$ cat config.mk
export PLATFORM = sky130hd
export DESIGN_NAME = dns_name_to_wire_encoder_flat
export DESIGN_NICKNAME = d
export VERILOG_FILES = /design/src/rtl/dnse_pkg.sv /design/src/rtl/dnse_in_if.sv /design/src/rtl/dnse_out_if.sv /design/src/rtl/dnse_front.sv /design/src/rtl/dnse_cmd_fifo.sv /design/src/rtl/dnse_back.sv /design/src/rtl/dns_name_to_wire_encoder.sv /design/src/flat_wrapper.sv
export SDC_FILE = /design/constraint.sdc
export NUM_CORES = 1
export LEC_CHECK = 0
export BUFFER_PORTS_ARGS = -buffer_cell sky130_fd_sc_hd__buf_2
export CORE_MARGIN = 4
export CORE_UTILIZATION = 40
export DETAILED_ROUTE_END_ITERATION = 8
export GPL_TIMING_DRIVEN = 1
export PLACE_DENSITY = 0.66
export SLEW_MARGIN = 20
export SYNTH_ARGS = -nofsm -noshare
export SYNTH_HDL_FRONTEND = slang
export SYNTH_SLANG_ARGS = --single-unit
$ cat constraint.sdc
create_clock -name clk -period 4.05 [get_ports clk]
set_input_delay 0.2025 -clock clk [delete_from_list [all_inputs] [get_ports clk]]
set_output_delay 0.2025 -clock clk [all_outputs]
set_load 0.01 [all_outputs]
$ cat src/rtl/dnse_pkg.sv
// dnse_pkg: shared types and constants of the DNS name wire-format encoder.
// Used by dnse_front, dnse_cmd_fifo, dnse_back, the top level and the testbench; no dependencies.
package dnse_pkg;

	localparam int LABEL_CAPACITY_DEF = 62;   // label store size, 1..63
	localparam int CNT_W              = 6;    // label byte count
	localparam int CMD_FIFO_DEPTH     = 2;    // front-to-back command queue

	localparam logic [7:0] CH_DOT   = 8'h2E;
	localparam logic [7:0] CH_SPACE = 8'h20;

	// One command per input item that causes output.
	typedef struct packed {
		logic             do_label;   // emit length byte and stored bytes
		logic             do_term;    // emit zero terminator afterwards
		logic [CNT_W-1:0] len;        // stored bytes of the label
		logic             ovf;        // label was truncated
		logic             bank;       // label store bank holding the bytes
	} cmd_t;

	// Label store write, front to back.
	typedef struct packed {
		logic             en;
		logic             bank;
		logic [CNT_W-1:0] addr;
		logic [7:0]       data;
	} store_wr_t;

	// Bank release, back to front: the bank's bytes have all been read.
	typedef struct packed {
		logic en;
		logic bank;
	} bank_rel_t;

	typedef enum logic [1:0] {
		BK_IDLE,
		BK_LEN,
		BK_DATA,
		BK_TERM
	} back_state_t;

endpackage

$ cat src/rtl/dnse_in_if.sv
// dnse_in_if: input character channel, valid/ready with character payload.
// No dependencies.
interface dnse_in_if;
	logic       valid;
	logic       ready;
	logic [7:0] char_byte;
	logic       end_of_text;

	modport source (output valid, output char_byte, output end_of_text, input ready);
	modport sink   (input valid, input char_byte, input end_of_text, output ready);
endinterface

$ cat src/rtl/dnse_out_if.sv
// dnse_out_if: output byte channel, valid/ready with wire-format byte and flags.
// No dependencies.
interface dnse_out_if;
	logic       valid;
	logic       ready;
	logic [7:0] out_byte;
	logic       is_length;
	logic       name_end;
	logic       overflow;
	logic       last;

	modport source (output valid, output out_byte, output is_length, output name_end,
		output overflow, output last, input ready);
	modport sink   (input valid, input out_byte, input is_length, input name_end,
		input overflow, input last, output ready);
endinterface

$ cat src/rtl/dnse_front.sv
// dnse_front: accepts characters, tracks label/name state, writes the label
// store and queues one command per item. Depends on dnse_pkg, dnse_in_if.
module dnse_front import dnse_pkg::*; #(
	parameter int LABEL_CAPACITY = LABEL_CAPACITY_DEF
) (
	input  logic        clk,
	input  logic        arst_n,
	dnse_in_if.sink     in_ch,
	input  logic        cmd_full,
	output logic        cmd_push,
	output cmd_t        cmd_data,
	output store_wr_t   store_wr,
	input  bank_rel_t   bank_rel
);

	logic [CNT_W-1:0] cnt_q;
	logic             in_name_q;
	logic             trunc_q;
	logic             wbank_q;
	logic [1:0]       busy_q;

	logic             accept;
	logic             is_sp, is_dot, is_ch, cnt_full;
	logic [CNT_W-1:0] cnt1;
	logic             trunc1, in1;
	logic             lab_a, lab_b, do_term;

	assign in_ch.ready = !cmd_full && !busy_q[wbank_q];
	assign accept      = in_ch.valid && in_ch.ready;

	always_comb begin
		is_sp    = (in_ch.char_byte == CH_SPACE);
		is_dot   = (in_ch.char_byte == CH_DOT);
		is_ch    = !is_sp && !is_dot;
		cnt_full = (cnt_q == CNT_W'(LABEL_CAPACITY));

		// state after the character itself
		cnt1   = is_ch ? (cnt_full ? cnt_q : cnt_q + CNT_W'(1)) : '0;
		trunc1 = is_ch && (trunc_q || cnt_full);
		in1    = !is_sp;

		// label closed by the character, or by end of text afterwards
		lab_a   = is_dot || (is_sp && in_name_q && (cnt_q != '0));
		lab_b   = in_ch.end_of_text && in1 && (cnt1 != '0);
		do_term = (is_sp && in_name_q) || (in_ch.end_of_text && in1);

		cmd_data.do_label = lab_a || lab_b;
		cmd_data.do_term  = do_term;
		cmd_data.len      = lab_a ? cnt_q : cnt1;
		cmd_data.ovf      = lab_a ? trunc_q : trunc1;
		cmd_data.bank     = wbank_q;
		cmd_push          = accept && (lab_a || lab_b || do_term);

		store_wr.en   = accept && is_ch && !cnt_full;
		store_wr.bank = wbank_q;
		store_wr.addr = cnt_q;
		store_wr.data = in_ch.char_byte;
	end

	always_ff @(posedge clk or negedge arst_n) begin
		if (!arst_n) begin
			cnt_q     <= '0;
			in_name_q <= 1'b0;
			trunc_q   <= 1'b0;
			wbank_q   <= 1'b0;
			busy_q    <= '0;
		end else begin
			if (bank_rel.en) begin
				busy_q[bank_rel.bank] <= 1'b0;
			end
			if (accept) begin
				if (in_ch.end_of_text || lab_a) begin
					cnt_q   <= '0;
					trunc_q <= 1'b0;
				end else begin
					cnt_q   <= cnt1;
					trunc_q <= trunc1;
				end
				in_name_q <= in1 && !in_ch.end_of_text;
				// a queued label owns its bank until the back end has read it
				if (cmd_push && cmd_data.do_label) begin
					busy_q[wbank_q] <= 1'b1;
					wbank_q         <= !wbank_q;
				end
			end
		end
	end

endmodule

$ cat src/rtl/dnse_cmd_fifo.sv
// dnse_cmd_fifo: short command queue between front and back.
// Depends on dnse_pkg.
module dnse_cmd_fifo import dnse_pkg::*; (
	input  logic clk,
	input  logic arst_n,
	input  logic push,
	input  cmd_t push_data,
	output logic full,
	input  logic pop,
	output cmd_t head,
	output logic empty
);

	localparam int PTR_W = (CMD_FIFO_DEPTH > 1) ? $clog2(CMD_FIFO_DEPTH) : 1;
	localparam int CNT_WF = $clog2(CMD_FIFO_DEPTH + 1);

	cmd_t              mem_q [CMD_FIFO_DEPTH];
	logic [PTR_W-1:0]  wr_ptr_q, rd_ptr_q;
	logic [CNT_WF-1:0] count_q;

	assign full  = (count_q == CNT_WF'(CMD_FIFO_DEPTH));
	assign empty = (count_q == '0);
	assign head  = mem_q[rd_ptr_q];

	always_ff @(posedge clk) begin
		if (push) begin
			mem_q[wr_ptr_q] <= push_data;
		end
	end

	always_ff @(posedge clk or negedge arst_n) begin
		if (!arst_n) begin
			wr_ptr_q <= '0;
			rd_ptr_q <= '0;
			count_q  <= '0;
		end else begin
			if (push) begin
				wr_ptr_q <= (wr_ptr_q == PTR_W'(CMD_FIFO_DEPTH - 1)) ? '0 : wr_ptr_q + PTR_W'(1);
			end
			if (pop) begin
				rd_ptr_q <= (rd_ptr_q == PTR_W'(CMD_FIFO_DEPTH - 1)) ? '0 : rd_ptr_q + PTR_W'(1);
			end
			if (push && !pop) begin
				count_q <= count_q + CNT_WF'(1);
			end else if (pop && !push) begin
				count_q <= count_q - CNT_WF'(1);
			end
		end
	end

endmodule

$ cat src/rtl/dnse_back.sv
// dnse_back: label store (two banks) and the byte sequencer that turns
// commands into wire-format bytes. Depends on dnse_pkg, dnse_out_if.
module dnse_back import dnse_pkg::*; #(
	parameter int LABEL_CAPACITY = LABEL_CAPACITY_DEF
) (
	input  logic       clk,
	input  logic       arst_n,
	input  store_wr_t  store_wr,
	input  logic       cmd_empty,
	input  cmd_t       cmd_head,
	output logic       cmd_pop,
	output bank_rel_t  bank_rel,
	dnse_out_if.source out_ch
);

	localparam int ADDR_W    = (LABEL_CAPACITY > 1) ? $clog2(LABEL_CAPACITY) : 1;
	localparam int MEM_DEPTH = 2 * (1 << ADDR_W);

	logic [7:0]        store_mem [MEM_DEPTH];
	logic [7:0]        rd_data_q;
	logic              rd_en;
	logic [ADDR_W:0]   rd_addr;

	back_state_t       state_q, state_d;
	cmd_t              cmd_q;
	logic [CNT_W-1:0]  remain_q, remain_d;
	logic [ADDR_W-1:0] rd_idx_q, rd_idx_d;

	logic              out_valid_q;
	logic [7:0]        out_byte_q;
	logic              is_length_q, name_end_q, overflow_q, last_q;

	logic              slot_free, ld;
	logic [7:0]        ld_byte;
	logic              ld_isl, ld_end, ld_ovf, ld_last;

	// label store: front writes one bank while this side reads the other
	always_ff @(posedge clk) begin
		if (store_wr.en) begin
			store_mem[{store_wr.bank, store_wr.addr[ADDR_W-1:0]}] <= store_wr.data;
		end
		if (rd_en) begin
			rd_data_q <= store_mem[rd_addr];
		end
	end

	assign slot_free = !out_valid_q || out_ch.ready;

	always_comb begin
		state_d  = state_q;
		remain_d = remain_q;
		rd_idx_d = rd_idx_q;
		cmd_pop  = 1'b0;
		rd_en    = 1'b0;
		rd_addr  = '0;
		bank_rel = '0;
		ld       = 1'b0;
		ld_byte  = '0;
		ld_isl   = 1'b0;
		ld_end   = 1'b0;
		ld_ovf   = 1'b0;
		ld_last  = 1'b0;
		unique case (state_q)
			BK_IDLE: begin
				if (!cmd_empty) begin
					cmd_pop = 1'b1;
					state_d = cmd_head.do_label ? BK_LEN : BK_TERM;
				end
			end
			BK_LEN: begin
				if (slot_free) begin
					ld      = 1'b1;
					ld_byte = 8'(cmd_q.len);
					ld_isl  = 1'b1;
					ld_ovf  = cmd_q.ovf;
					ld_last = !cmd_q.do_term && (cmd_q.len == '0);
					if (cmd_q.len == '0) begin
						bank_rel.en   = 1'b1;
						bank_rel.bank = cmd_q.bank;
						state_d       = cmd_q.do_term ? BK_TERM : BK_IDLE;
					end else begin
						// fetch the first byte while the length goes out
						rd_en    = 1'b1;
						rd_addr  = {cmd_q.bank, ADDR_W'(0)};
						rd_idx_d = ADDR_W'(1);
						remain_d = cmd_q.len;
						state_d  = BK_DATA;
					end
				end
			end
			BK_DATA: begin
				if (slot_free) begin
					ld      = 1'b1;
					ld_byte = rd_data_q;
					ld_last = !cmd_q.do_term && (remain_q == CNT_W'(1));
					if (remain_q == CNT_W'(1)) begin
						bank_rel.en   = 1'b1;
						bank_rel.bank = cmd_q.bank;
						state_d       = cmd_q.do_term ? BK_TERM : BK_IDLE;
					end else begin
						rd_en    = 1'b1;
						rd_addr  = {cmd_q.bank, rd_idx_q};
						rd_idx_d = rd_idx_q + ADDR_W'(1);
						remain_d = remain_q - CNT_W'(1);
					end
				end
			end
			BK_TERM: begin
				if (slot_free) begin
					ld      = 1'b1;
					ld_isl  = 1'b1;
					ld_end  = 1'b1;
					ld_last = 1'b1;
					state_d = BK_IDLE;
				end
			end
		endcase
	end

	always_ff @(posedge clk or negedge arst_n) begin
		if (!arst_n) begin
			state_q     <= BK_IDLE;
			out_valid_q <= 1'b0;
		end else begin
			state_q <= state_d;
			if (ld) begin
				out_valid_q <= 1'b1;
			end else if (out_ch.ready) begin
				out_valid_q <= 1'b0;
			end
		end
	end

	always_ff @(posedge clk) begin
		remain_q <= remain_d;
		rd_idx_q <= rd_idx_d;
		if (cmd_pop) begin
			cmd_q <= cmd_head;
		end
		if (ld) begin
			out_byte_q  <= ld_byte;
			is_length_q <= ld_isl;
			name_end_q  <= ld_end;
			overflow_q  <= ld_ovf;
			last_q      <= ld_last;
		end
	end

	assign out_ch.valid     = out_valid_q;
	assign out_ch.out_byte  = out_byte_q;
	assign out_ch.is_length = is_length_q;
	assign out_ch.name_end  = name_end_q;
	assign out_ch.overflow  = overflow_q;
	assign out_ch.last      = last_q;

endmodule

$ cat src/rtl/dns_name_to_wire_encoder.sv
// dns_name_to_wire_encoder: top level, front end, command queue and back end.
// Depends on dnse_pkg, dnse_in_if, dnse_out_if, dnse_front, dnse_cmd_fifo, dnse_back.
//
// Usage:
//   in_ch carries one text character per transfer (char_byte, end_of_text).
//   out_ch carries one wire-format byte per transfer: a label length byte
//   (is_length=1, overflow when the label was cut to LABEL_CAPACITY bytes),
//   a label byte, or a zero terminator (is_length=1, name_end=1). last marks
//   the final byte caused by one input character.
//   The front takes one character per cycle while in_ch.ready is high and writes
//   label bytes into one of two label store banks; a dot, a name-ending space
//   or end of text queues a command (two entries deep). The back end pops a
//   command, then sends one byte per cycle while out_ch does not stall:
//   length, label bytes, terminator.
//   in_ch.ready drops when the command queue is full or when both label
//   banks still hold labels waiting to be sent.
//   Reset clears the name and label state, the queue and the output valid;
//   the label store is not cleared, only bytes written for a label are read.
//   When out_ch stalls, the output register holds its byte, the back end
//   waits, and the front keeps taking characters until the queue or the
//   label banks fill.
module dns_name_to_wire_encoder import dnse_pkg::*; #(
	parameter int LABEL_CAPACITY = LABEL_CAPACITY_DEF
) (
	input  logic       clk,
	input  logic       arst_n,
	dnse_in_if.sink    in_ch,
	dnse_out_if.source out_ch
);

	logic      cmd_full, cmd_push, cmd_pop, cmd_empty;
	cmd_t      cmd_data, cmd_head;
	store_wr_t store_wr;
	bank_rel_t bank_rel;

	// character classification, label counting, store writes
	dnse_front #(
		.LABEL_CAPACITY(LABEL_CAPACITY)
	) u_front (
		.clk      (clk),
		.arst_n   (arst_n),
		.in_ch    (in_ch),
		.cmd_full (cmd_full),
		.cmd_push (cmd_push),
		.cmd_data (cmd_data),
		.store_wr (store_wr),
		.bank_rel (bank_rel)
	);

	// decouples the character rate from the output burst rate
	dnse_cmd_fifo u_cmd_fifo (
		.clk       (clk),
		.arst_n    (arst_n),
		.push      (cmd_push),
		.push_data (cmd_data),
		.full      (cmd_full),
		.pop       (cmd_pop),
		.head      (cmd_head),
		.empty     (cmd_empty)
	);

	// label store and output byte sequencer
	dnse_back #(
		.LABEL_CAPACITY(LABEL_CAPACITY)
	) u_back (
		.clk       (clk),
		.arst_n    (arst_n),
		.store_wr  (store_wr),
		.cmd_empty (cmd_empty),
		.cmd_head  (cmd_head),
		.cmd_pop   (cmd_pop),
		.bank_rel  (bank_rel),
		.out_ch    (out_ch)
	);

endmodule

$ cat src/flat_wrapper.sv
// flat-port wrapper written by rule: the top's interface ports become plain ports
module dns_name_to_wire_encoder_flat import dnse_pkg::*;
#(
	parameter int LABEL_CAPACITY = LABEL_CAPACITY_DEF
)
  (clk, arst_n, in_ch_valid, in_ch_char_byte, in_ch_end_of_text, in_ch_ready, out_ch_valid, out_ch_out_byte, out_ch_is_length, out_ch_name_end, out_ch_overflow, out_ch_last, out_ch_ready);
  dnse_in_if in_ch_i ();
  dnse_out_if out_ch_i ();
  input  logic clk;
  input  logic arst_n;
  input wire logic [$bits(in_ch_i.valid)-1:0] in_ch_valid;
  input wire logic [$bits(in_ch_i.char_byte)-1:0] in_ch_char_byte;
  input wire logic [$bits(in_ch_i.end_of_text)-1:0] in_ch_end_of_text;
  output wire logic [$bits(in_ch_i.ready)-1:0] in_ch_ready;
  output wire logic [$bits(out_ch_i.valid)-1:0] out_ch_valid;
  output wire logic [$bits(out_ch_i.out_byte)-1:0] out_ch_out_byte;
  output wire logic [$bits(out_ch_i.is_length)-1:0] out_ch_is_length;
  output wire logic [$bits(out_ch_i.name_end)-1:0] out_ch_name_end;
  output wire logic [$bits(out_ch_i.overflow)-1:0] out_ch_overflow;
  output wire logic [$bits(out_ch_i.last)-1:0] out_ch_last;
  input wire logic [$bits(out_ch_i.ready)-1:0] out_ch_ready;
  assign in_ch_i.valid = in_ch_valid;
  assign in_ch_i.char_byte = in_ch_char_byte;
  assign in_ch_i.end_of_text = in_ch_end_of_text;
  assign in_ch_ready = in_ch_i.ready;
  assign out_ch_valid = out_ch_i.valid;
  assign out_ch_out_byte = out_ch_i.out_byte;
  assign out_ch_is_length = out_ch_i.is_length;
  assign out_ch_name_end = out_ch_i.name_end;
  assign out_ch_overflow = out_ch_i.overflow;
  assign out_ch_last = out_ch_i.last;
  assign out_ch_i.ready = out_ch_ready;
  dns_name_to_wire_encoder #(.LABEL_CAPACITY(LABEL_CAPACITY)) u_core (.clk(clk), .arst_n(arst_n), .in_ch(in_ch_i), .out_ch(out_ch_i));
endmodule
; ---- Word level (Yosys, flattened, before mapping)
; Memory sizes are Yosys's and may differ from the RTL's. A register that Yosys moved wholly into a read port is not among the register bits.
; Cells that the tools add are included.
[word_totals]
regBits = 51
mem_bits_rw = 1044
in_bits = 13
out_inout_bits = 14
word_cells = 172
n_memories = 2
[classes]
add_sub_neg = 7
order_cmp = 4
n_eq_ne = 15
muxes = 69
n_bitwise = 3
n_reduce_logical = 51
[mem_list]
columns = name, depth, width, rd, rd_clocked_by_memory_dff, wr, line_no
row1 = u_core.u_back.store_mem, 128, 8, 1, 1, 1, dnse_back.sv:19  ; logic [7:0] store_mem [MEM_DEPTH];
row2 = u_core.u_cmd_fifo.mem_q, 2, 10, 1, 0, 1, dnse_cmd_fifo.sv:17  ; cmd_t mem_q [CMD_FIFO_DEPTH];
[ops]
columns = operator, n
row1 = $mux W6, 13
row2 = $mux W2, 17
row3 = $mux W7, 4
row4 = $mux W1, 24
row5 = $pmux W6 S2, 2
row6 = $logic_and A1 B1 Y1, 19
row7 = $eq A8 B6 Y1 const B, 2
row8 = $pmux W8 S2, 1
row9 = $ne A2 B2 Y1 const B, 7
row10 = $pmux W7 S2, 1
row11 = $add A6 B1 Y6 const B, 2
row12 = $reduce_bool A6 Y1, 2
row13 = $logic_not A1 Y1, 11
row14 = $reduce_and A5 Y1, 2
row15 = $mux W8, 1
row16 = $pmux W2 S4, 1
row17 = $logic_or A1 B1 Y1, 7
row18 = $eq A2 B2 Y1 const B, 3
row19 = $eq A6 B1 Y1 const B, 1
row20 = $eq A6 B6 Y1 const B, 1
row21 = $logic_not A6 Y1, 1
row22 = $reduce_bool A2 Y1, 3
row23 = $sub A6 B1 Y6 const B, 1
row24 = $logic_not A2 Y1, 2
row25 = 16 further kinds, 21

; ---- Logic depth before layout (Yosys ltp)
; Gate-level depths: netlist of the first run.
[logic_depth]
ltp_word = 14
depth_mapped = 13
ltp_nobuf = 10

; ---- Cells and area by module
; A second synthesis of the first run with hierarchy kept.
[hier_totals]
cells_unflattened = 3179
hier_area_um2 = 44169.9
[modules_own_cells]
columns = mod, instances, cells_each, area_each_um2, seq_area_each_um2
row1 = dnse_back, 1, 2998, 42145.4, 32055.7
row2 = dnse_front, 1, 134, 1111.1, 275.3
row3 = dnse_cmd_fifo, 1, 47, 913.4, 700.7

; ---- Least setup slack after synthesis of the first run
; Ideal clock, no wire load.
[synth_path]
kind = flip-flop to flip-flop
start = register u_core.u_front.wbank_q
end = memory u_core.u_back.store_mem[70][0] (enable)
setup_ns = 0.370
arrival_time_ns = 2.603
required_time_ns = 3.680
slack_ns = 1.077
stages_incl_launch_ff = 9
path_buffers = 2
period_less_slack_ns = 2.973
cell_sequence = dfrtp_1 clkbuf_1 nor2b_1 a221oi_1 nand2_1 nor3_1 nand3_1 clkbuf_1 nor2_1
[synth_via]
elab_chain_len = 9
[synth_lines]
columns = item, line_no
row1 = start: declaration, dnse_front.sv:19  ; logic wbank_q;
row2 = start signal: assignment, dnse_front.sv:83  ; wbank_q <= !wbank_q;
row3 = $mux W1 (implied by the code) (2 in a row), dnse_front.sv:28  ; assign in_ch.ready = !cmd_full && !busy_q[wbank_q];
row4 = $logic_not A1 Y1, dnse_front.sv:28
row5 = $logic_and A1 B1 Y1, dnse_front.sv:28
row6 = net in_ch_ready, flat_wrapper.sv:14  ; output wire logic [$bits(in_ch_i.ready)-1:0] in_ch_ready;
row7 = $logic_and A1 B1 Y1, dnse_front.sv:29  ; assign accept = in_ch.valid && in_ch.ready;
row8 = $logic_and A1 B1 Y1 (2 in a row), dnse_front.sv:54  ; store_wr.en = accept && is_ch && !cnt_full;
row9 = $mux W1, dnse_back.sv:39  ; if (store_wr.en) begin
row10 = $mux W1 (implied by the code), dnse_back.sv:40  ; store_mem[{store_wr.bank, store_wr.addr[ADDR_W-1:0]}] <= store_wr.data;
row11 = end: declaration, dnse_back.sv:19
; The timed path passes the listed nets, and every way through them passes these cells. The select of a mux whose other input is x is not followed.

; ---- Final worst setup path of the first run
[layout_path]
start = register u_core.u_back.remain_q[1]
end = register u_core.u_back.rd_data_q[7] (read register of u_core.u_back.store_mem), data pin
[layout_via]
elab_chain_len = 4
elab_cells_between_ends = 7
cone_classes = 1 x eq/ne / 6 x mux
[layout_lines]
columns = item, line_no
row1 = start: declaration, dnse_back.sv:26  ; logic [CNT_W-1:0] remain_q, remain_d;
row2 = start signal: assignment, dnse_back.sv:135  ; remain_q <= remain_d;
row3 = $eq A6 B1 Y1 *, dnse_back.sv:96  ; if (remain_q == CNT_W'(1)) begin
row4 = $mux W7 or $mux W1 (tied branches), dnse_back.sv:96
row5 = $mux W7 or $mux W1 (tied branches), dnse_back.sv:92  ; if (slot_free) begin
row6 = $pmux W7 S2 or $pmux W1 S2 (tied branches), dnse_back.sv:63  ; unique case (state_q)
row7 = end: declaration, dnse_back.sv:20  ; logic [7:0] rd_data_q;
; Every way passes the cells marked *; elsewhere a longest branch is shown, timed or not.
; A chain may end at the register's enable or synchronous reset.

==> results of run 1 <==
[worst max-delay path by stage]
stage                                    from                             end  slack, ns  cells after the start
floorplan              u_core.u_front.wbank_q  u_core.u_back.store_mem[70][0]       1.08                      8
global placement    u_core.u_back.remain_q[1]      u_core.u_back.rd_data_q[6]       0.11                     11
detailed placement  u_core.u_back.remain_q[1]      u_core.u_back.rd_data_q[6]       0.16                     11
CTS                 u_core.u_back.remain_q[1]      u_core.u_back.rd_data_q[6]       0.13                     11
global route        u_core.u_back.remain_q[1]      u_core.u_back.rd_data_q[7]       0.02                     12
finish              u_core.u_back.remain_q[1]      u_core.u_back.rd_data_q[7]       0.12                     12
[flip-flops by register name, summed over array words and instances (netlist names), 2 cells and up]
| register | count |
|---|---|
| u_core.u_back.cmd_q | 9 |
| u_core.u_back.out_ch.out_byte | 8 |
| u_core.u_back.rd_data_q | 8 |
| u_core.u_back.rd_idx_q | 6 |
| u_core.u_back.remain_q | 6 |
| u_core.u_back.state_q | 2 |
| u_core.u_back.store_mem | 1024 |
| u_core.u_cmd_fifo.count_q | 2 |
| u_core.u_cmd_fifo.mem_q | 20 |
| u_core.u_front.busy_q | 2 |
| u_core.u_front.cnt_q | 6 |
[layout by cell type, fill, tap and decap left out, types with 12 or more instances in the layout]
master and n:
dfrtp_1 18, buf_2 18, edfxtp_1 1085, clkinv_1 25
buf_12 29, nor2_1 174, nand2_1 804, clkbuf_16 105
buf_4 88, a21oi_1 15, a31oi_1 130, o41ai_1 21
ha_1 12, o21ai_0 21, inv_1 19, clkinv_2 20
nand3_1 274, clkbuf_1 17, mux2i_1 129, bufinv_16 12
a32oi_1 128
[cell families (layout without fill, tap and decap cells)]
group,count (synthesis),after routing,share of synthesized area [%]
adders and majority gates,12,12,0.3431
other,0,2,0
and+or+nand+nor,1299,1299,12.23
AOI/OAI and AO/OA,356,356,6.081
xor gates and xnor gates,17,17,0.3402
DFF,1103,1103,75.48
buffers and inverters,210,358,2.296
muxes,140,140,3.234
[repair_timing]
| action | 4_1_cts | 5_1_grt |
|---|---|---|
| endpoints found under the setup margin | 0 | 2 |
| endpoints found under the hold margin | 28 | 0 |
| hold buffers | 6 | 0 |
| resized for setup | 0 | 3 |
[per-stage QoR]
stage | power [µW] | hold WS (ns) | instance area, µm²
finish | 27040 | 0.1910 | 49500
detailed placement | 17430 | 0.1810 | 45970
global placement | 17360 | 0.1769 | 45970
floorplan | 15750 | -0.09309 | 43760
global route | 27990 | 0.1912 | 49500
CTS | 27120 | 0.1776 | 49450
[final cells by class]
| cell class | count | share of cell area (%) |
|---|---|---|
| clock inverter | 75 | 1.471 |
| tap | 1414 | 3.574 |
| sequential | 1103 | 66.73 |
| inverter | 19 | 0.1441 |
| timing repair buffer | 142 | 2.866 |
| antenna | 2 | 0.01011 |
| multi-input combinational | 1824 | 19.77 |
| clock buffer | 122 | 5.437 |
[per-layer routing]
layer	global-route usage (%)	share of wire (%)	wire length, µm
met1	26.20	40	45490
met3	4.276	9.1	10390
met5	0	0	0
met4	8.936	4.7	5410
met2	30.42	46	52850
[where the power goes]
| part | switching [µW] | internal, µW | leakage, µW |
|---|---|---|---|
| combinational | 2660 | 1280 | 0.00495 |
| sequential | 326 | 13000 | 0.0100 |
| clock | 4240 | 5550 | 0.00166 |
| total | 7230 | 19800 | 0.0166 |
==> impl_table.tex, run 1 <==
\begin{tabular}{lr}
\hline
Metric & Value \\
\hline
\multicolumn{2}{l}{\textbf{Setup path}} \\
\quad Crit start category & register \\
\quad Kind of cell adding the most delay to the critical path & compound AO/OA/AOI/OAI gates \\
\quad Largest fanout of any net on the critical path & 51 \\
\quad Data required time at the worst endpoint & 4.61 ns \\
\quad Crit-path max cell delay & 0.67 ns \\
\quad Launch instance of the worst register-to-register path & u\_core.u\_back.remain\_q[1] \\
\quad Critical-path cell list & inv\_1 -> ha\_1 -> or4b\_4 -> o2111ai\_4 -> buf\_12 -> buf\_12 -> buf\_4 -> mux2i\_1 -> a32oi\_1 -> a31oi\_1 -> o41ai\_1 -> o2111a\_1 \\
\quad Reg-to-reg endpoint & u\_core.u\_back.rd\_data\_q[7] \\
\quad Most common cell on crit path & buf\_12 \\
\quad Setup slack of the worst register-to-register path & 0.12 ns \\
\quad Category of the critical setup timing path & reg2reg \\
\quad Kind of end point of the critical path & register \\
\quad Critical Path AT & 4.49 ns \\
\quad Worst Reg2Reg Path Length in Cells & 12 \\
\quad Cell type of the slowest stage on the worst timing path & o41ai\_1 \\
\quad Number of buffer and inverter stages on the critical path & 4 \\
\multicolumn{2}{l}{\textbf{STA}} \\
\quad Total negative slack & 0 ns \\
\quad Setup repair after global routing missed its margin & no \\
\quad Max transition margin & 31.07\% \\
\quad Post-route worst setup slack & 0.1163 ns \\
\quad Fin. Hold Viols & 0 \\
\quad Max Transition Viols Final & 0 \\
\quad Max frequency & 0.2542 GHz \\
\quad Final worst clock skew & 0.02752 ns \\
\quad Post-layout min period & 3.934 ns \\
\quad Slew @ Worst Pin & 1.030 ns \\
\quad Post-route clock period utilization & 97.13\% \\
\quad Finish-stage setup viols & 0 \\
\multicolumn{2}{l}{\textbf{Power}} \\
\quad Leakage power summed over all cells & 0.01661 µW \\
\quad Power density cells & 546.3 nW/µm² \\
\quad Worst supply voltage drop on vdd & 0.4132 mV \\
\multicolumn{2}{l}{\textbf{CTS}} \\
\quad Clock buffer count from CTS & 105 \\
\quad Number of H-tree branching levels & 3 \\
\quad Skew-Pair Late Insertion Delay & 0.69 ns \\
\quad CTS Root Buffer Type & clkbuf\_16 \\
\quad \# Post-CTS Setup Buffers & 0 \\
\quad TritonCTS clock tree & done \\
\quad Maximum clock path buffer count & 3 \\
\quad Clk sink count & 1,103 \\
\quad Post-CTS clock slew at the launch and capture registers of the worst setup and hold paths & 0.07 ns \\
\multicolumn{2}{l}{\textbf{Synth}} \\
\quad Async set or reset register ratio after synthesis & 1.632\% \\
\quad Share of Yosys cell area claimed by the top area cell type & 74.45\% \\
\quad Synthesis Warnings & 0 \\
\quad Most repeated cell in the gate-level netlist after synthesis & edfxtp\_1 \\
\quad Largest cells by area after synthesis & edfxtp\_1 74\%, nand2\_1 6.9\%, nand3\_1 3.1\% \\
\quad Dominant synthesized flop cell & edfxtp\_1 \\
\quad Synthesized instance count & 3,137 \\
\quad Avg Cell Area, Syn & 13.95 µm² \\
\quad Leading area contributor after synthesis & edfxtp\_1 \\
\quad Commonest cells in the synthesized netlist & 1,085 x edfxtp\_1, 804 x nand2\_1, 274 x nand3\_1 \\
\quad Number of synthesized flops with an enable pin & 1,085 \\
\quad Post-synthesis net count & 3,162 \\
\quad \#FFs+latches synth & 1,103 \\
\quad Sequential element share of the synthesized area & 75.48\% \\
\quad Combined area of all synthesized cells & 43,760 µm² \\
\quad Unique cell type count in the Yosys netlist & 51 \\
\multicolumn{2}{l}{\textbf{Detailed routing}} \\
\quad DRC violation total after the first TritonRoute iteration & 3,040 \\
\quad Pre-antenna DRT Iters & 6 \\
\quad Overall routed net length & 114.1 mm \\
\quad Vias after detailed routing & 26.80k \\
\quad WL/cell & 24.28 µm \\
\quad Via density per instance & 5.701 \\
\quad Number of remaining DRC errors & 0 \\
\quad Number of antenna-violating nets in the routed design & 0 \\
\multicolumn{2}{l}{\textbf{Placed design}} \\
\quad PortBufs & 26 \\
\quad Placed Cells incl. Taps & 4,495 \\
\quad Worst slack after detailed placement & 0.1605 ns \\
\quad Post-detailed-placement half-perimeter wirelength & 68.40 mm \\
\quad Routability cong. & 0.8438 \\
\multicolumn{2}{l}{\textbf{Floorplan}} \\
\quad Initial standard-cell utilization of the core & 40.26\% \\
\quad Site row count & 121 \\
\quad Die outline width & 338.8 µm \\
\quad DIE HEIGHT & 338.8 µm \\
\quad Area of the core region & 108,700 µm² \\
\quad IO Count & 27 \\
\quad Die area & 114,800 µm² \\
\multicolumn{2}{l}{\textbf{Hold path}} \\
\quad Hold path start & in\_ch\_char\_byte[0] \\
\quad Worst min-delay path category & in2reg \\
\quad Hold Path Cell Cnt & 2 \\
\quad Worst hold path endpoint & u\_core.u\_back.store\_mem[26][0] \\
\multicolumn{2}{l}{\textbf{Finish}} \\
\quad Multi-input logic area & 9787 µm² \\
\quad Area grow syn2layout & 13.12\% \\
\quad Non-filler instance count after layout & 4,701 \\
\quad Post-layout util & 45.54\% \\
\quad Layout Nets & 3,220 \\
\quad Share of final-layout standard cells stronger than drive strength 1 & 9.528\% \\
\quad Number of filler cells placed in the layout & 9,443 \\
\quad Sequential Area & 33,030 µm² \\
\multicolumn{2}{l}{\textbf{Run}} \\
\quad Max-Cap Viols & 0 \\
\multicolumn{2}{l}{\textbf{Global route}} \\
\quad GR Util All Layers & 19.48\% \\
\quad Global-route wire length before repair & 169.5 mm \\
\quad Largest net degree at the start of global routing & 129 \\
\quad Initial antenna violation count & 2 \\
\quad Number of global-route vias before repair & 26.19k \\
\quad Overflow left after global routing & 0 \\
\multicolumn{2}{l}{\textbf{Run status}} \\
\quad Result of the run & finished, final reports clean \\
\hline
\end{tabular}
No activity file was read; power rests on OpenSTA's default activity.
==> inputs of run 2 (changes only) <==
--- a/config.mk
+++ b/config.mk
@@ -10,7 +10,7 @@
 export CORE_UTILIZATION = 40
 export DETAILED_ROUTE_END_ITERATION = 8
 export GPL_TIMING_DRIVEN = 1
-export PLACE_DENSITY = 0.66
+export PLACE_DENSITY = 0.56
 export SLEW_MARGIN = 20
 export SYNTH_ARGS = -nofsm -noshare
 export SYNTH_HDL_FRONTEND = slang
==> impl_table.tex, run 2 (synthesis results as in run 1) <==
\begin{tabular}{lr}
\hline
Metric & Value \\
\hline
\multicolumn{2}{l}{\textbf{Run status}} \\
\quad Result of the run & finished, final reports clean (unchanged) \\
\multicolumn{2}{l}{\textbf{Finish}} \\
\quad Most common cell after layout, fill and taps aside & edfxtp\_1 (unchanged) \\
\quad Share of final-layout standard cells stronger than drive strength 1 & 10.53\% (was 9.528\%) \\
\quad Highest-count cells in the layout ignoring fill and taps & 1,085 x edfxtp\_1, 804 x nand2\_1, 272 x nand3\_1 (was 1,085 x edfxtp\_1, 804 x nand2\_1, 274 x nand3\_1) \\
\quad Design Area, Final & 49,960 µm² (was 49,500 µm²) \\
\quad Area grow syn2layout & 14.15\% (was 13.12\%) \\
\quad Layout Nets & 3,266 (was 3,220) \\
\quad ANT cells & 0 (was 2) \\
\quad Number of filler cells placed in the layout & 9,583 (was 9,443) \\
\quad Sequential Area & 33,030 µm² (unchanged) \\
\quad Number of flip-flops in the largest register & 1,024 (unchanged) \\
\quad Multi-input logic area & 9811 µm² (was 9787 µm²) \\
\multicolumn{2}{l}{\textbf{CTS}} \\
\quad Post-CTS clock slew at the launch and capture registers of the worst setup and hold paths & 0.06 ns (was 0.07 ns) \\
\quad Maximum clock path buffer count & 3 (unchanged) \\
\quad Skew-Pair Late Insertion Delay & 0.70 ns (was 0.69 ns) \\
\quad Number of H-tree branching levels & 3 (unchanged) \\
\quad \# Post-CTS Setup Buffers & 0 (unchanged) \\
\quad Clk sink count & 1,103 (unchanged) \\
\quad TritonCTS clock tree & done (unchanged) \\
\quad Clock buffer count from CTS & 112 (was 105) \\
\quad CTS Root Buffer Type & clkbuf\_16 (unchanged) \\
\multicolumn{2}{l}{\textbf{Setup path}} \\
\quad Worst Reg2Reg Path Length in Cells & 11 (was 12) \\
\quad Crit start category & register (unchanged) \\
\quad Launch instance of the worst register-to-register path & u\_core.u\_back.remain\_q[1] (unchanged) \\
\quad Critical Path AT & 4.45 ns (was 4.49 ns) \\
\quad Setup slack of the worst register-to-register path & 0.14 ns (was 0.12 ns) \\
\quad Reg-to-reg endpoint & u\_core.u\_back.rd\_data\_q[1] (was u\_core.u\_back.rd\_data\_q[7]) \\
\quad Data required time at the worst endpoint & 4.60 ns (was 4.61 ns) \\
\quad Category of the critical setup timing path & reg2reg (unchanged) \\
\quad Crit-path max cell delay & 0.63 ns (was 0.67 ns) \\
\quad Kind of end point of the critical path & register (unchanged) \\
\quad Critical-path cell list & inv\_1 -> ha\_1 -> or4b\_4 -> o2111a\_2 -> and3\_4 -> buf\_12 -> buf\_4 -> a32oi\_1 -> a31oi\_1 -> nor4\_1 -> o2111a\_1 (was inv\_1 -> ha\_1 -> or4b\_4 -> o2111ai\_4 -> buf\_12 -> buf\_12 -> buf\_4 -> mux2i\_1 -> a32oi\_1 -> a31oi\_1 -> o41ai\_1 -> o2111a\_1) \\
\quad Largest fanout of any net on the critical path & 46 (was 51) \\
\quad Cell type of the slowest stage on the worst timing path & nor4\_1 (was o41ai\_1) \\
\multicolumn{2}{l}{\textbf{Detailed routing}} \\
\quad Pre-antenna DRT Iters & 5 (was 6) \\
\quad DRC violation total after the first TritonRoute iteration & 2,561 (was 3,040) \\
\quad Number of antenna-violating nets in the routed design & 0 (unchanged) \\
\quad Vias after detailed routing & 26.53k (was 26.80k) \\
\quad Overall routed net length & 119.3 mm (was 114.1 mm) \\
\quad Via density per instance & 5.590 (was 5.701) \\
\quad Number of remaining DRC errors & 0 (unchanged) \\
\quad WL/cell & 25.15 µm (was 24.28 µm) \\
\multicolumn{2}{l}{\textbf{STA}} \\
\quad Max Transition Viols Final & 0 (unchanged) \\
\quad Post-route clock period utilization & 96.49\% (was 97.13\%) \\
\quad Max transition margin & 22.72\% (was 31.07\%) \\
\quad Finish-stage setup viols & 0 (unchanged) \\
\quad Setup repair after global routing missed its margin & no (unchanged) \\
\quad Fin. Hold Viols & 0 (unchanged) \\
\quad Max frequency & 0.2559 GHz (was 0.2542 GHz) \\
\quad Slew @ Worst Pin & 1.144 ns (was 1.030 ns) \\
\quad Final worst clock skew & 0.01974 ns (was 0.02752 ns) \\
\quad Worst-case hold slack & 0.1965 ns (was 0.1910 ns) \\
\quad Total negative slack & 0 ns (unchanged) \\
\quad Post-layout min period & 3.908 ns (was 3.934 ns) \\
\multicolumn{2}{l}{\textbf{Global route}} \\
\quad Overflow left after global routing & 0 (unchanged) \\
\quad Initial antenna violation count & 2 (unchanged) \\
\quad Global-route wire length before repair & 175.3 mm (was 169.5 mm) \\
\quad GR Util All Layers & 20.36\% (was 19.48\%) \\
\quad Largest net degree at the start of global routing & 83 (was 129) \\
\quad Number of global-route vias before repair & 25.38k (was 26.19k) \\
\multicolumn{2}{l}{\textbf{Hold path}} \\
\quad Hold path start & in\_ch\_char\_byte[5] (was in\_ch\_char\_byte[0]) \\
\quad Worst min-delay path category & in2reg (unchanged) \\
\quad Worst hold path endpoint & u\_core.u\_back.store\_mem[104][5] (was u\_core.u\_back.store\_mem[26][0]) \\
\quad Hold Path Cell Cnt & 2 (unchanged) \\
\multicolumn{2}{l}{\textbf{Floorplan}} \\
\quad Die outline width & 338.8 µm (unchanged) \\
\quad IO Count & 27 (unchanged) \\
\quad DIE HEIGHT & 338.8 µm (unchanged) \\
\quad Die area & 114,800 µm² (unchanged) \\
\quad Area of the core region & 108,700 µm² (unchanged) \\
\quad Site row count & 121 (unchanged) \\
\quad Initial standard-cell utilization of the core & 40.26\% (unchanged) \\
\multicolumn{2}{l}{\textbf{Placed design}} \\
\quad PortBufs & 26 (unchanged) \\
\quad Placed Instance Area & 46,290 µm² (was 45,970 µm²) \\
\quad Routability cong. & 0.8183 (was 0.8438) \\
\quad Post-detailed-placement half-perimeter wirelength & 73.13 mm (was 68.40 mm) \\
\multicolumn{2}{l}{\textbf{Power}} \\
\quad Leakage power summed over all cells & 0.01688 µW (was 0.01661 µW) \\
\quad Worst supply voltage drop on vdd & 0.4230 mV (was 0.4132 mV) \\
\quad Power density cells & 550.0 nW/µm² (was 546.3 nW/µm²) \\
\multicolumn{2}{l}{\textbf{Run}} \\
\quad Max-Cap Viols & 0 (unchanged) \\
\hline
\end{tabular}
## run 2: worst max-delay path: cells and delay by family (launching register included)
family,cells,cell delay [ns]
AOI/OAI and AO/OA,4,1.17
adders and majority gates,1,0.14
buffers and inverters,3,0.59
DFF,1,0.38
and+or+nand+nor,3,1.43
## run 2: cell type report
class	instances	share of cell area, %
inverters	19	0.1428
well taps	1414	3.542
flip-flops and latches	1103	66.12
repair buffers	181	3.451
multi-input cells	1824	19.64
clock inverters	58	1.002
clock buffers	147	6.101
## run 2: where the power goes
part | switching (µW) | total, µW | internal, µW
logic | 2760 | 4110 | 1350
registers | 298 | 13300 | 13000
clock network | 4260 | 10100 | 5830
total | 7310 | 27500 | 20200
## run 2: how the worst max path moves through the flow
stage	slack (ns)	cells past startpoint	end	start
after global routing	0.09	11	u_core.u_back.rd_data_q[1]	u_core.u_back.remain_q[1]
after detailed placement	0.15	11	u_core.u_back.rd_data_q[1]	u_core.u_back.remain_q[1]
after CTS	0.12	11	u_core.u_back.rd_data_q[1]	u_core.u_back.remain_q[1]
after floorplan	1.08	8	u_core.u_back.store_mem[70][0]	u_core.u_front.wbank_q
after global placement	0.15	11	u_core.u_back.rd_data_q[1]	u_core.u_back.remain_q[1]
final	0.14	11	u_core.u_back.rd_data_q[1]	u_core.u_back.remain_q[1]
## run 2: what timing repair did
action	CTS	global route
hold endpoints to repair	51	0
resized for setup	0	1
hold buffers	9	0
setup endpoints to repair	0	1
## run 2: through the flow
stage	worst slack (ns)	util (%)	std cells	power, µW
finish	0.1422	45.96	4746	27480
global route	0.08917	45.96	4746	28480
CTS	0.1221	45.93	4746	27630
detailed placement	0.1480	42.58	4532	17600
global placement	0.1528	42.58	4532	17580
floorplan	1.077	-	3137	15750
## run 2: per-layer routing
layer	share of wire (%)	track usage [%]	vias up
met5	0	0	-
met3	6.7	3.469	195
met1	42	28.55	13400
met2	48	32.57	980
li1	-	-	11950
met4	3.2	6.526	0
